===== src/hdl/slli_pkg.sv =====
// Shared types and constants for the sequential list unit.
// Used by the cell, locate and top-level modules; depends on nothing.
`timescale 1ns / 1ps
`default_nettype none

package slli_pkg;

    // Field widths of the stream words.
    localparam int TYPE_W = 2;
    localparam int SLOT_W = 5;
    localparam int BYTE_W = 8;
    localparam int STAT_W = 2;

    // Match flags are grouped in eights for the locate tree.
    localparam int GRP   = 8;
    localparam int GRP_W = 3;

    // Request codes.
    localparam logic [TYPE_W-1:0] REQ_INSERT = 2'd0;
    localparam logic [TYPE_W-1:0] REQ_DELETE = 2'd1;
    localparam logic [TYPE_W-1:0] REQ_LOCATE = 2'd2;

    // Status codes.
    localparam logic [STAT_W-1:0] ST_OK    = 2'd0;
    localparam logic [STAT_W-1:0] ST_FULL  = 2'd1;
    localparam logic [STAT_W-1:0] ST_NOPOS = 2'd2;

    // Per-cell control for one cycle.
    typedef struct packed {
        logic load;        // take the new byte
        logic take_lower;  // take the entry of the cell below
        logic take_upper;  // take the entry of the cell above
    } t_cell_ctrl;

endpackage

`default_nettype wire


===== src/hdl/slli_cell.sv =====
// One list cell: holds a single entry and trades it with its neighbors.
// Depends on slli_pkg for the control struct and widths.
`timescale 1ns / 1ps
`default_nettype none

module slli_cell (
    input  wire logic                       i_clk,
    input  wire slli_pkg::t_cell_ctrl       i_ctrl,
    input  wire logic [slli_pkg::BYTE_W-1:0] i_load_byte,
    input  wire logic [slli_pkg::BYTE_W-1:0] i_from_lower,
    input  wire logic [slli_pkg::BYTE_W-1:0] i_from_upper,
    input  wire logic [slli_pkg::BYTE_W-1:0] i_key,
    output logic [slli_pkg::BYTE_W-1:0]      o_data,
    output logic                             o_match
);
    import slli_pkg::*;

    logic [BYTE_W-1:0] r_data;
    logic [BYTE_W-1:0] n_data;

    // Pick the next entry: new byte, neighbor below, neighbor above, or hold.
    always_comb begin
        n_data = r_data;
        if (i_ctrl.load) begin
            n_data = i_load_byte;
        end else if (i_ctrl.take_lower) begin
            n_data = i_from_lower;
        end else if (i_ctrl.take_upper) begin
            n_data = i_from_upper;
        end
    end

    // The entry itself has no reset; positions past the length are never read.
    always_ff @(posedge i_clk) begin
        r_data <= n_data;
    end

    assign o_data  = r_data;
    assign o_match = (r_data == i_key);

endmodule

`default_nettype wire


===== src/hdl/slli_locate.sv =====
// Registered priority search over the cell match flags.
// Depends on slli_pkg; finds the first matching position in three register stages.
`timescale 1ns / 1ps
`default_nettype none

module slli_locate #(
    parameter int CAPACITY = 16,
    parameter int CW       = 5
) (
    input  wire logic                        i_clk,
    input  wire logic                        i_rst_n,
    input  wire logic                        i_start,
    input  wire logic [CAPACITY-1:0]         i_match,
    input  wire logic [CW-1:0]               i_count,
    output logic                             o_done,
    output logic [slli_pkg::SLOT_W-1:0]      o_found
);
    import slli_pkg::*;

    localparam int NG  = (CAPACITY + GRP - 1) / GRP;
    localparam int VW  = NG * GRP;
    localparam int FW  = ((CW > SLOT_W) ? CW : SLOT_W) + 1;

    // Stage one: captured flags and length.
    logic [VW-1:0]    r_vec;
    logic [CW-1:0]    r_cnt0;
    logic             r_v0;

    // Stage two: per-group hit and first index inside the group.
    logic [NG-1:0]    r_gany;
    logic [GRP_W-1:0] r_gidx [NG];
    logic [CW-1:0]    r_cnt1;
    logic             r_v1;

    logic [NG-1:0]    n_gany;
    logic [GRP_W-1:0] n_gidx [NG];
    logic [FW-1:0]    n_found;

    logic             r_done;
    logic [SLOT_W-1:0] r_found;

    // Valid flags of the pipeline.
    always_ff @(posedge i_clk) begin
        if (!i_rst_n) begin
            r_v0   <= 1'b0;
            r_v1   <= 1'b0;
            r_done <= 1'b0;
        end else begin
            r_v0   <= i_start;
            r_v1   <= r_v0;
            r_done <= r_v1;
        end
    end

    // Capture the flags, padded with zeros up to whole groups.
    always_ff @(posedge i_clk) begin
        r_vec  <= VW'(i_match);
        r_cnt0 <= i_count;
    end

    // First hit inside each group of eight, lowest position wins.
    always_comb begin
        for (int g = 0; g < NG; g++) begin
            n_gany[g] = |r_vec[g*GRP +: GRP];
            n_gidx[g] = '0;
            for (int j = GRP - 1; j >= 0; j--) begin
                if (r_vec[g*GRP + j]) begin
                    n_gidx[g] = GRP_W'(j);
                end
            end
        end
    end

    always_ff @(posedge i_clk) begin
        r_gany <= n_gany;
        r_gidx <= n_gidx;
        r_cnt1 <= r_cnt0;
    end

    // Pick the lowest group with a hit; with no hit the answer is length plus one.
    always_comb begin
        n_found = FW'(r_cnt1) + FW'(1);
        for (int g = NG - 1; g >= 0; g--) begin
            if (r_gany[g]) begin
                n_found = FW'(g * GRP) + FW'(r_gidx[g]) + FW'(1);
            end
        end
    end

    always_ff @(posedge i_clk) begin
        r_found <= n_found[SLOT_W-1:0];
    end

    assign o_done  = r_done;
    assign o_found = r_found;

endmodule

`default_nettype wire


===== src/hdl/sequential_list_insert_delete_locate_unit.sv =====
// Top level of the sequential list unit: request decode, cell chain, output word.
// Depends on slli_pkg, slli_cell and slli_locate.
`timescale 1ns / 1ps
`default_nettype none

// An ordered list of up to CAPACITY bytes held in a chain of cells, one entry
// per cell. Each input word carries one request: insert a byte at a one-based
// position (1 to length+1), delete the entry at a position (1 to length), or
// locate the first position that holds a byte (length+1 when absent). Every
// request returns exactly one output word with a status (ok, list full, or no
// such position), the located position (zero except for locate) and the
// length after the request; a refused request leaves the list unchanged.
// Insert and delete shift all cells in parallel, so a new word is taken every
// cycle while the output side keeps up and no locate is in progress. Locate
// sends the match flags of all cells through a two-level registered priority
// tree before the result is written to the output register. No clearing pass
// is needed after reset; the list starts empty.
module sequential_list_insert_delete_locate_unit #(
    parameter int CAPACITY = 16
) (
    input  wire logic        i_clk,
    input  wire logic        i_rst_n,
    // Request channel.
    input  wire logic        s_tvalid,
    output logic             s_tready,
    input  wire logic [15:0] s_tdata,   // [4:0] slot, [12:5] item_byte, [15:13] zero
    input  wire logic [1:0]  s_tuser,   // [1:0] req_type
    // Result channel.
    output logic             m_tvalid,
    input  wire logic        m_tready,
    output logic [15:0]      m_tdata,   // [4:0] found_slot, [9:5] length, [15:10] zero
    output logic [1:0]       m_tuser    // [1:0] status
);
    import slli_pkg::*;

    localparam int CW = $clog2(CAPACITY + 1);
    localparam int PW = ((CW > SLOT_W) ? CW : SLOT_W) + 1;

    typedef enum logic [1:0] {
        S_IDLE   = 2'b01,
        S_LOCATE = 2'b10
    } t_state;

    t_state            r_state;
    t_state            n_state;
    logic [CW-1:0]     r_count;
    logic [CW-1:0]     n_count;

    logic              r_out_valid;
    logic [STAT_W-1:0] r_status;
    logic [SLOT_W-1:0] r_found;
    logic [SLOT_W-1:0] r_length;

    logic [TYPE_W-1:0] w_req;
    logic [SLOT_W-1:0] w_slot;
    logic [BYTE_W-1:0] w_byte;
    logic              w_fire;
    logic [PW-1:0]     w_pos;
    logic [PW-1:0]     w_cnt;
    logic [PW-1:0]     w_idx;
    logic              w_full;
    logic              w_ins_ok;
    logic              w_del_ok;
    logic              w_do_ins;
    logic              w_do_del;
    logic              w_start;
    logic [STAT_W-1:0] w_status;

    logic [BYTE_W-1:0] w_data  [CAPACITY];
    logic [CAPACITY-1:0] w_match;
    logic [CAPACITY-1:0] w_hit;
    logic              w_loc_done;
    logic [SLOT_W-1:0] w_loc_found;

    // Unpack the request word.
    assign w_req  = s_tuser[TYPE_W-1:0];
    assign w_slot = s_tdata[SLOT_W-1:0];
    assign w_byte = s_tdata[SLOT_W +: BYTE_W];

    // Take a word when idle and the output register is free or being emptied.
    assign s_tready = (r_state == S_IDLE) && (!r_out_valid || m_tready);
    assign w_fire   = s_tvalid && s_tready;

    // Position checks against the current length.
    assign w_pos    = PW'(w_slot);
    assign w_cnt    = PW'(r_count);
    assign w_idx    = w_pos - PW'(1);
    assign w_full   = (w_cnt >= PW'(CAPACITY));
    assign w_ins_ok = !w_full && (w_pos != '0) && (w_pos <= w_cnt + PW'(1));
    assign w_del_ok = (w_pos != '0) && (w_pos <= w_cnt);
    assign w_do_ins = w_fire && (w_req == REQ_INSERT) && w_ins_ok;
    assign w_do_del = w_fire && (w_req == REQ_DELETE) && w_del_ok;
    assign w_start  = w_fire && (w_req == REQ_LOCATE);

    // Status of a request that completes at once.
    always_comb begin
        w_status = ST_OK;
        case (w_req)
            REQ_INSERT: begin
                if (w_full) begin
                    w_status = ST_FULL;
                end else if (!w_ins_ok) begin
                    w_status = ST_NOPOS;
                end
            end
            REQ_DELETE: begin
                if (!w_del_ok) begin
                    w_status = ST_NOPOS;
                end
            end
            default: begin
                w_status = ST_OK;
            end
        endcase
    end

    // The chain of cells; each cell shifts toward its neighbor as told.
    for (genvar i = 0; i < CAPACITY; i++) begin : g_cell
        t_cell_ctrl        w_ctrl;
        logic [BYTE_W-1:0] w_lower;
        logic [BYTE_W-1:0] w_upper;

        assign w_ctrl.load       = w_do_ins && (w_idx == PW'(i));
        assign w_ctrl.take_lower = w_do_ins && (PW'(i) > w_idx);
        assign w_ctrl.take_upper = w_do_del && (PW'(i) >= w_idx);

        if (i == 0) begin : g_first
            assign w_lower = '0;
        end else begin : g_inner_lo
            assign w_lower = w_data[i-1];
        end

        if (i == CAPACITY - 1) begin : g_last
            assign w_upper = '0;
        end else begin : g_inner_hi
            assign w_upper = w_data[i+1];
        end

        slli_cell u_cell (
            .i_clk       (i_clk),
            .i_ctrl      (w_ctrl),
            .i_load_byte (w_byte),
            .i_from_lower(w_lower),
            .i_from_upper(w_upper),
            .i_key       (w_byte),
            .o_data      (w_data[i]),
            .o_match     (w_match[i])
        );

        // Only positions inside the list count as hits.
        assign w_hit[i] = w_match[i] && (PW'(i) < w_cnt);
    end

    // Priority search for locate.
    slli_locate #(
        .CAPACITY(CAPACITY),
        .CW      (CW)
    ) u_locate (
        .i_clk  (i_clk),
        .i_rst_n(i_rst_n),
        .i_start(w_start),
        .i_match(w_hit),
        .i_count(r_count),
        .o_done (w_loc_done),
        .o_found(w_loc_found)
    );

    // Length update and sequencing.
    always_comb begin
        n_count = r_count;
        n_state = r_state;
        if (w_do_ins) begin
            n_count = r_count + CW'(1);
        end else if (w_do_del) begin
            n_count = r_count - CW'(1);
        end
        case (r_state)
            S_IDLE: begin
                if (w_start) begin
                    n_state = S_LOCATE;
                end
            end
            S_LOCATE: begin
                if (w_loc_done) begin
                    n_state = S_IDLE;
                end
            end
            default: begin
                n_state = S_IDLE;
            end
        endcase
    end

    always_ff @(posedge i_clk) begin
        if (!i_rst_n) begin
            r_state <= S_IDLE;
            r_count <= '0;
        end else begin
            r_state <= n_state;
            r_count <= n_count;
        end
    end

    // Output register: a new word is loaded over one that is being taken.
    always_ff @(posedge i_clk) begin
        if (!i_rst_n) begin
            r_out_valid <= 1'b0;
        end else if ((w_fire && !w_start) || w_loc_done) begin
            r_out_valid <= 1'b1;
        end else if (m_tready) begin
            r_out_valid <= 1'b0;
        end
    end

    always_ff @(posedge i_clk) begin
        if (w_loc_done) begin
            r_status <= ST_OK;
            r_found  <= w_loc_found;
            r_length <= SLOT_W'(r_count);
        end else if (w_fire && !w_start) begin
            r_status <= w_status;
            r_found  <= '0;
            r_length <= SLOT_W'(n_count);
        end
    end

    assign m_tvalid = r_out_valid;
    assign m_tdata  = {6'd0, r_length, r_found};
    assign m_tuser  = r_status;

endmodule

`default_nettype wire


===== config.mk =====
export PLATFORM = sky130hd
export DESIGN_NAME = sequential_list_insert_delete_locate_unit
export DESIGN_NICKNAME = d
export VERILOG_FILES = /design/src/hdl/slli_pkg.sv /design/src/hdl/slli_cell.sv /design/src/hdl/slli_locate.sv /design/src/hdl/sequential_list_insert_delete_locate_unit.sv
export SDC_FILE = /design/constraint.sdc
export NUM_CORES = 1
export LEC_CHECK = 0
export BUFFER_PORTS_ARGS = -buffer_cell sky130_fd_sc_hd__buf_2
export CORE_ASPECT_RATIO = 1.2
export CORE_MARGIN = 5
export CORE_UTILIZATION = 40
export CTS_CLUSTER_SIZE = 16
export DETAILED_ROUTE_END_ITERATION = 12
export GPL_ROUTABILITY_DRIVEN = 0
export PLACE_DENSITY_LB_ADDON = 0.15
export SLEW_MARGIN = 20
export SYNTH_ARGS = -nofsm -noshare
export SYNTH_HDL_FRONTEND = slang
export SYNTH_SLANG_ARGS = --single-unit

===== constraint.sdc =====
create_clock -name i_clk -period 5.6 [get_ports i_clk]
set_input_delay 0.56 -clock i_clk [delete_from_list [all_inputs] [get_ports i_clk]]
set_output_delay 0.56 -clock i_clk [all_outputs]
set_load 0.01 [all_outputs]

# Word-level counts from Yosys, hierarchy flattened
# Index checks and enable logic that the tools add are counted.
# classes
n_mux	79
addsub	8
n_reduce_logical	108
magnitude_cmp	51
n_eq_ne	37
# op_table
op	count
2-to-1 mux 8 bit	48
equality test 8 bit	16
logical AND 1 bit	75
equality test 6 x 4 -> 1 bit, second input constant	8
greater-or-equal comparator 4 x 6 -> 1 bit, first input constant	8
greater-than comparator 4 x 6 -> 1 bit, first input constant	8
nonzero test 3 bit	16
less-than comparator 4 x 5 -> 1 bit, first input constant	8
2-to-1 mux 5 bit	8
equality test 6 x 3 -> 1 bit, second input constant	4
greater-or-equal comparator 3 x 6 -> 1 bit, first input constant	4
greater-than comparator 3 x 6 -> 1 bit, first input constant	4
2-to-1 mux 3 bit	8
less-than comparator 3 x 5 -> 1 bit, first input constant	4
2-to-1 mux 2 bit	9
OR reduction 8 bit	2
adder 5 x 1 -> 5 bit, second input constant	3
equality test 6 x 2 -> 1 bit, second input constant	2
greater-or-equal comparator 1 x 6 -> 1 bit, first input constant	2
greater-or-equal comparator 2 x 6 -> 1 bit, first input constant	2
greater-than comparator 1 x 6 -> 1 bit, first input constant	2
greater-than comparator 2 x 6 -> 1 bit, first input constant	2
less-than comparator 1 x 5 -> 1 bit, first input constant	2
less-than comparator 2 x 5 -> 1 bit, first input constant	2
23 further kinds	36
# totals
wordCells	319
regBits	190
in_bits	22
out_inout_bits	20

# Longest topological paths before layout
# Gate-level depths: netlist of the first run.
# logic_depth
ltp_word	10
ltp_mapped	14
ltp_nobuf	10

# By module
# A second synthesis of the first run with hierarchy kept.
# hier_totals
cells_unflattened	1140
hier_area_um2	11491.0
# by_module_without_submodules
module	area_each_um2	cells_per_inst	seq_area_each_um2	n_inst
slli_cell	499.2	46	240.2	16
sequential_list_insert_delete_locate_unit	2278.4	303	500.5	1
slli_locate	1224.9	101	840.8	1

# Worst setup path before layout of the first run
# No wires, ideal clock.
# synth_path
path_type	in2reg
from	in s_tdata[0]
to	reg g_cell[11].u_cell.r_data[0] (enable)
stages	10
t_arrival_ns	3.541
slack_ns	1.673
t_required_ns	5.214
path_buffers	2
setup_ns	0.386
cell_sequence	buf_2 buf_1 inv_1 ha_1 nor4b_1 nor2_1 nand3_1 nor2_1 o21ai_0 a211oi_1
# synth_via
elab_chain_cells	6
word_cells_on_any_way	16
classes_between	1 x add/sub; 4 x order compare; 1 x eq/ne; 10 x reduce/logical
# synth_lines
element	line	text
start: declaration	sequential_list_insert_delete_locate_unit.sv:26	input wire logic [15:0] s_tdata,
branches (longest 5 deep; another with subtractor 5 x 1 -> 6 bit)	n/a	
nonzero test 3 bit (no line) *	n/a	
end signal: assignment	slli_cell.sv:35	r_data <= n_data;
end: declaration	slli_cell.sv:18	logic [BYTE_W-1:0] r_data;
# Mark *: on every way between the ends.
# A chain may end at the register's enable or synchronous reset.

# Worst setup path after layout of the first run
# layout_path
from	reg r_count[1]
to	reg g_cell[8].u_cell.r_data[5] (enable)
# layout_via
elab_chain_cells	7
word_cells_on_any_way	14
classes_between	1 x add/sub; 3 x order compare; 10 x reduce/logical
# layout_lines
element	line	text
start: declaration	sequential_list_insert_delete_locate_unit.sv:46	logic [CW-1:0] r_count;
start signal: assignment	sequential_list_insert_delete_locate_unit.sv:200	r_count <= n_count;
branches (longest 6 deep; another with adder 5 x 1 -> 6 bit)	n/a	
nonzero test 3 bit (no line) *	n/a	
end signal: assignment	slli_cell.sv:35	
end: declaration	slli_cell.sv:18	
# Marks and branches as above.

==> summary.txt, run 1 <==
Slew Viols, Final: 0
Crit-path slowest cell: nor2_1
Post-Syn Area: 11300 µm²
CP startpoint: r_count[1]$_SDFF_PN0_
CTS Buf Count: 17
Worst path arrival time: 4.61 ns
Synth Instances: 1127
WP buf/inv: 1
Area of the multi-input gates: 5650 µm²
Clock slew at reported path FFs: 0.08 ns
MaxCap Viol Count: 0
Routed Antenna Nets: 0
Worst VDD drop: 0.186 mV
Post-synthesis register bit count: 190
Vias in the first global route: 8298
F_max: 0.222 GHz
Yosys Warn Count: 0
Grt total ovfl: 0
PostCTS Resize Cnt: 0
Setup violators final: 0
1st-iter DRT viols: 655
Pre-CTS WS: 0.955 ns
Final setup margin: 1.10 ns
Status: complete, no violations
Worst R2R Path Depth: 11
I/O pins: 42
Pre-antenna DRT Iters: 5
Setup TNS: 0 ns
Syn Area/Cell: 10.0 µm²
Most frequent cells in the layout: edfxtp_1 (138), xnor2_1 (94), nand2_1 (81)
Routed wire length: 31.1 mm
Fraction of registers with async set/reset: 0%
Crit-path max cell delay: 0.79 ns
Global-route wire length before repair: 48.4 mm
Min-delay worst type: reg -> reg
Commonest non-fill, non-tap cell in the layout: edfxtp_1
Port bufs: 32
Family with the most delay on the worst path: simple AND/OR/NAND/NOR gates
Cell Pwr Density: 254 nW/µm²
Critical Path RT: 5.71 ns
Unrepaired setup endpoints after global routing: false
FF/Latch Area: 5180 µm²
CP endpoint: g_cell[8].u_cell.o_data[5]$_DFFE_PP_
Skew-Pair Late Insertion Delay: 0.45 ns
Residual DRC count: 0
Hold Vio Cnt, Final: 0
CTS Root Cell: clkbuf_16
Flop2flop setup slack: 1.10 ns
Yosys cell types: 76
Setup Fix Bufs, Post-CTS: 0
Fin area: 12300 µm²
Via count: 8423
FF-to-FF Start: r_count[1]$_SDFF_PN0_
Hold-fix buffers, CTS: 0
Dpl hpwl: 23.1 mm
Period utilization: 80.3%
Standard-cell rows: 67
Die H: 194 µm
Ant diodes: 0
Critical path depth: 11
Max Root-Sink Buffers: 2
Die Width: 163 µm
Least-Margin Pin Slew: 1.03 ns
Fraction of layout cells with a size suffix above 1: 9.16%
CTS Sinks: 190
Worst Skew: 0.0163 ns
Critical path fanouts, max: 15
Largest net degree at the start of global routing: 34
All-Layer GR Usage: 19.7%
Layout area overhead: 8.46%
NumNets Final: 1155
Fillers: 2703
Slew HR: 31.0%
Static power due to leakage: 0.00410 µW
Reg-to-Reg End: g_cell[8].u_cell.o_data[5]$_DFFE_PP_
Register area share after synthesis: 45.9%
Cell Area, Placed: 11700 µm²
Wire per inst: 20.7 µm
CP cell instances: ha_1 > nand3_1 > xnor2_1 > ha_1 > nand3_1 > o21bai_1 > a31oi_4 > nor2_2 > buf_4 > nor2_1 > nor2_1
H-tree levels: 4
Die footprint: 31700 µm²
Vias per cell: 5.60
WS Path Type: reg -> reg
CORE AREA: 27900 µm²
CP Launch Type: register
CP Capture Type: register
Post-synth EDFFs: 138
CTS tree: done
Initial Utilization: 40.5%
Top FF cell, synth: edfxtp_1
Initial antenna violation count: 0
Min cycle time layout: 4.50 ns
worst min-delay path by stage:
stage                                 endpoint                       start  slack [ns]  cells past startpoint
floorplan           u_locate.r_cnt1[0]$_DFF_P_  u_locate.r_cnt0[0]$_DFF_P_        0.31                      0
global placement    u_locate.r_cnt1[4]$_DFF_P_  u_locate.r_cnt0[4]$_DFF_P_        0.31                      0
detailed placement  u_locate.r_cnt1[2]$_DFF_P_  u_locate.r_cnt0[2]$_DFF_P_        0.31                      0
CTS                 u_locate.r_cnt1[2]$_DFF_P_  u_locate.r_cnt0[2]$_DFF_P_        0.32                      0
global route        u_locate.r_cnt1[1]$_DFF_P_  u_locate.r_cnt0[1]$_DFF_P_        0.34                      0
finish              u_locate.r_cnt1[2]$_DFF_P_  u_locate.r_cnt0[2]$_DFF_P_        0.33                      0
area by class of cell:
class / instances / share of cell area, %
Inverter: 30 / 0.918
Sequential cell: 190 / 42.3
Tap cell: 379 / 3.87
Timing Repair Buffer: 46 / 2.16
Multi-Input combinational cell: 827 / 46.1
Clock inverter: 13 / 1.14
Clock buffer: 19 / 3.53
registers in the layout (all words and copies together) (netlist names), 2 cells and up:
| signal | cells |
|---|---|
| g_cell.u_cell.o_data | 128 |
| u_locate.r_vec | 16 |
| u_locate.r_gidx | 6 |
| r_count | 5 |
| r_found | 5 |
| r_length | 5 |
| u_locate.o_found | 5 |
| u_locate.r_cnt0 | 5 |
| u_locate.r_cnt1 | 5 |
| m_tuser | 2 |
| r_state | 2 |
| u_locate.r_gany | 2 |
Yosys cell counts (all sizes together), types with 35 or more instances:
| cell type | instances | area [µm²] |
|---|---|---|
| a21oi | 66 | 330 |
| buf | 42 | 216 |
| clkbuf | 43 | 161 |
| dfxtp | 52 | 1040 |
| edfxtp | 138 | 4140 |
| mux2i | 49 | 490 |
| nand2 | 81 | 304 |
| nor2 | 79 | 299 |
| o21ai | 60 | 300 |
| o22ai | 35 | 219 |
| xnor2 | 94 | 823 |
| xor2 | 44 | 385 |
stage by stage:
stage,cells,power [µW],utilization [%],hold slack [ns]
2_1_floorplan,1132,1830,-,0.310
3_3_place_gp,1472,1920,41.9,0.313
3_5_place_dp,1472,1930,41.9,0.312
4_1_cts,1504,3130,43.9,0.324
5_1_grt,1504,3220,43.9,0.342
6_report,1504,3110,43.9,0.327
kinds of logic after synthesis:
kind of cell / count (synthesis) / share of synthesized area, %
and+or+nand+nor: 323 / 14.6
other: 1 / 0.0332
buffers and inverters: 115 / 4.34
AOI/OAI and AO/OA: 282 / 17.1
DFF: 190 / 45.9
adders and majority gates: 21 / 2.32
xor gates and xnor gates: 138 / 10.7
muxes: 57 / 5.14
report_power, final:
group	switching (µW)	total [µW]	internal [µW]
Sequential	23.9	1550	1530
Combinational	229	346	118
Clock	553	1210	659
Total	805	3110	2300
routing by layer:
metal	routed length [µm]	track usage (%)	vias to the layer above
met2	14900	32.3	218
met4	477	4.91	0
met1	14200	26.8	4054
met3	1540	3.93	35
met5	0	0	-
li1	-	-	4116
Power figures use the tool's default switching activity.
==> inputs of run 2 (changes only) <==
==> constraint.sdc (replaced) <==
create_clock -name i_clk -period 4.05 [get_ports i_clk]
set_input_delay 0.405 -clock i_clk [delete_from_list [all_inputs] [get_ports i_clk]]
set_output_delay 0.405 -clock i_clk [all_outputs]
set_load 0.01 [all_outputs]
==> summary.txt, run 2 (synthesized netlist as in run 1, its figures left out) <==
Min-delay worst type: in -> reg (was reg -> reg)
Clock slew at reported path FFs: 0.07 ns (was 0.08 ns)
MaxCap Viol Count: 0 (unchanged)
Metal-1 WL: 14.6 mm (was 14.2 mm)
Slew Viols, Final: 0 (unchanged)
Standard-cell rows: 67 (unchanged)
Layout area overhead: 10.6% (was 8.46%)
Fin area: 12500 µm² (was 12300 µm²)
Vias per cell: 5.64 (was 5.60)
Slew HR: 22.6% (was 31.0%)
Metal3 WL: 1.38 mm (was 1.54 mm)
Routed wl met2: 15.4 mm (was 14.9 mm)
Commonest non-fill, non-tap cell in the layout: edfxtp_1 (unchanged)
Final Util: 44.8% (was 43.9%)
Min cycle time layout: 3.71 ns (was 4.50 ns)
CTS Root Cell: clkbuf_16 (unchanged)
Cell Pwr Density: 351 nW/µm² (was 254 nW/µm²)
Global-route wire length before repair: 49.5 mm (was 48.4 mm)
Worst R2R Path Depth: 10 (was 11)
FF-to-FF Start: r_count[1]$_SDFF_PN0_ (unchanged)
1st-iter DRT viols: 689 (was 655)
Worst path arrival time: 3.82 ns (was 4.61 ns)
CORE AREA: 27900 µm² (unchanged)
Ant diodes: 0 (unchanged)
Fillers: 2669 (was 2703)
Max FFs per register: 128 (unchanged)
Unrepaired setup endpoints after global routing: false (unchanged)
CTS Buf Count: 17 (unchanged)
Worst Skew: 0.00980 ns (was 0.0163 ns)
Initial antenna violation count: 0 (unchanged)
All-Layer GR Usage: 20.2% (was 19.7%)
Routed Antenna Nets: 0 (unchanged)
Hold Vio Cnt, Final: 0 (unchanged)
I/O pins: 42 (unchanged)
Period utilization: 91.7% (was 80.3%)
Worst VDD drop: 0.186 mV (about the same)
Finished Layout Cells: 1533 (was 1504)
Hold-fix buffers, CTS: 0 (unchanged)
CP startpoint: r_count[1]$_SDFF_PN0_ (unchanged)
Wire per inst: 20.8 µm (was 20.7 µm)
CP endpoint: g_cell[0].u_cell.o_data[0]$_DFFE_PP_ (was g_cell[8].u_cell.o_data[5]$_DFFE_PP_)
Most frequent cells in the layout: edfxtp_1 (138), xnor2_1 (94), nand2_1 (81) (unchanged)
Die footprint: 31700 µm² (unchanged)
CTS Sinks: 190 (unchanged)
Dpl hpwl: 23.9 mm (was 23.1 mm)
H-tree levels: 4 (unchanged)
Largest net degree at the start of global routing: 34 (unchanged)
Max Root-Sink Buffers: 2 (unchanged)
Port bufs: 32 (unchanged)
Die H: 194 µm (unchanged)
Critical Path RT: 4.15 ns (was 5.71 ns)
CP Capture Type: register (unchanged)
Grt total ovfl: 0 (unchanged)
Critical path fanouts, max: 10 (was 15)
Setup TNS: 0 ns (unchanged)
Static power due to leakage: 0.00426 µW (was 0.00410 µW)
Initial Utilization: 40.5% (unchanged)
PostCTS Resize Cnt: 0 (unchanged)
Routed wire length: 31.9 mm (was 31.1 mm)
Vias in the first global route: 8439 (was 8298)
Area of the multi-input gates: 5650 µm² (unchanged)
Die Width: 163 µm (unchanged)
Residual DRC count: 0 (unchanged)
Pre-antenna DRT Iters: 5 (unchanged)
Skew-Pair Late Insertion Delay: 0.45 ns (about the same)
NumNets Final: 1184 (was 1155)
Setup violators final: 0 (unchanged)
Setup Fix Bufs, Post-CTS: 0 (unchanged)
Via count: 8644 (was 8423)
FF/Latch Area: 5180 µm² (unchanged)
Max Used Layer: met4 (unchanged)
F_max: 0.269 GHz (was 0.222 GHz)
Reg-to-Reg End: g_cell[0].u_cell.o_data[0]$_DFFE_PP_ (was g_cell[8].u_cell.o_data[5]$_DFFE_PP_)
Cell Area, Placed: 11900 µm² (was 11700 µm²)
Fraction of layout cells with a size suffix above 1: 11.5% (was 9.16%)
CP Launch Type: register (unchanged)
Status: complete, no violations (unchanged)
Flop2flop setup slack: 0.34 ns (was 1.10 ns)
Placed cells: 1501 (was 1472)
Least-Margin Pin Slew: 1.15 ns (was 1.03 ns)
CTS tree: done (unchanged)
WS Path Type: reg -> reg (unchanged)
-- run 2: changes by cell type in the layout (fill, tap and decap cells not counted) --
cell / before / now
buf_4: 14 / 43
clkinv_4: 3 / 1
bufinv_16: 2 / 3
clkinv_1: 1 / 0
clkinv_2: 2 / 3
inv_6: 2 / 3
-- run 2: critical path: stages, from the launching register on --
cell      delay (ns)
dfxtp_1         0.53
inv_1           0.18
ha_1            0.41
inv_1           0.09
ha_1            0.29
nor2b_1         0.13
o21bai_1        0.25
a31o_2          0.37
nand2_1         0.36
a21oi_1         0.33
and2_1          0.42
-- run 2: final cells by class --
| cell class | instances | share of cell area [%] |
|---|---|---|
| inverter | 30 | 0.901 |
| multi-input combinational | 827 | 45.2 |
| clock inverter | 13 | 1.30 |
| timing repair buffer | 75 | 3.86 |
| sequential | 190 | 41.5 |
| tap | 379 | 3.79 |
| clock buffer | 19 | 3.46 |
-- run 2: worst min-delay path by stage --
stage	startpoint	endpoint	slack, ns	cells past startpoint
2_1_floorplan	u_locate.r_cnt0[0]$_DFF_P_	u_locate.r_cnt1[0]$_DFF_P_	0.31	0
3_3_place_gp	u_locate.r_cnt0[0]$_DFF_P_	u_locate.r_cnt1[0]$_DFF_P_	0.31	0
3_5_place_dp	u_locate.r_cnt0[4]$_DFF_P_	u_locate.r_cnt1[4]$_DFF_P_	0.31	0
4_1_cts	i_rst_n	m_tvalid$_SDFFE_PN0P_	0.30	2
5_1_grt	i_rst_n	m_tvalid$_SDFFE_PN0P_	0.31	2
6_report	i_rst_n	m_tvalid$_SDFFE_PN0P_	0.31	2
-- run 2: layer usage --
layer  track usage, %  vias to the layer above
met5                0                        -
met1             27.7                     4193
met3             3.34                       39
met4             4.94                        0
li1                 -                     4174
met2             33.2                      238
-- run 2: where the power goes --
part	switching [µW]	internal, µW
sequential	28.0	2110
clock	768	975
combinational	326	180
-- run 2: through the flow --
stage                     hold WS (ns)  total power [µW]  setup slack (ns)
after global routing             0.310              4550            0.0858
after CTS                        0.295              4410             0.368
final                            0.314              4390             0.336
after global placement           0.312              2680             0.443
after detailed placement         0.314              2690             0.393
after floorplan                  0.310              2530             0.278
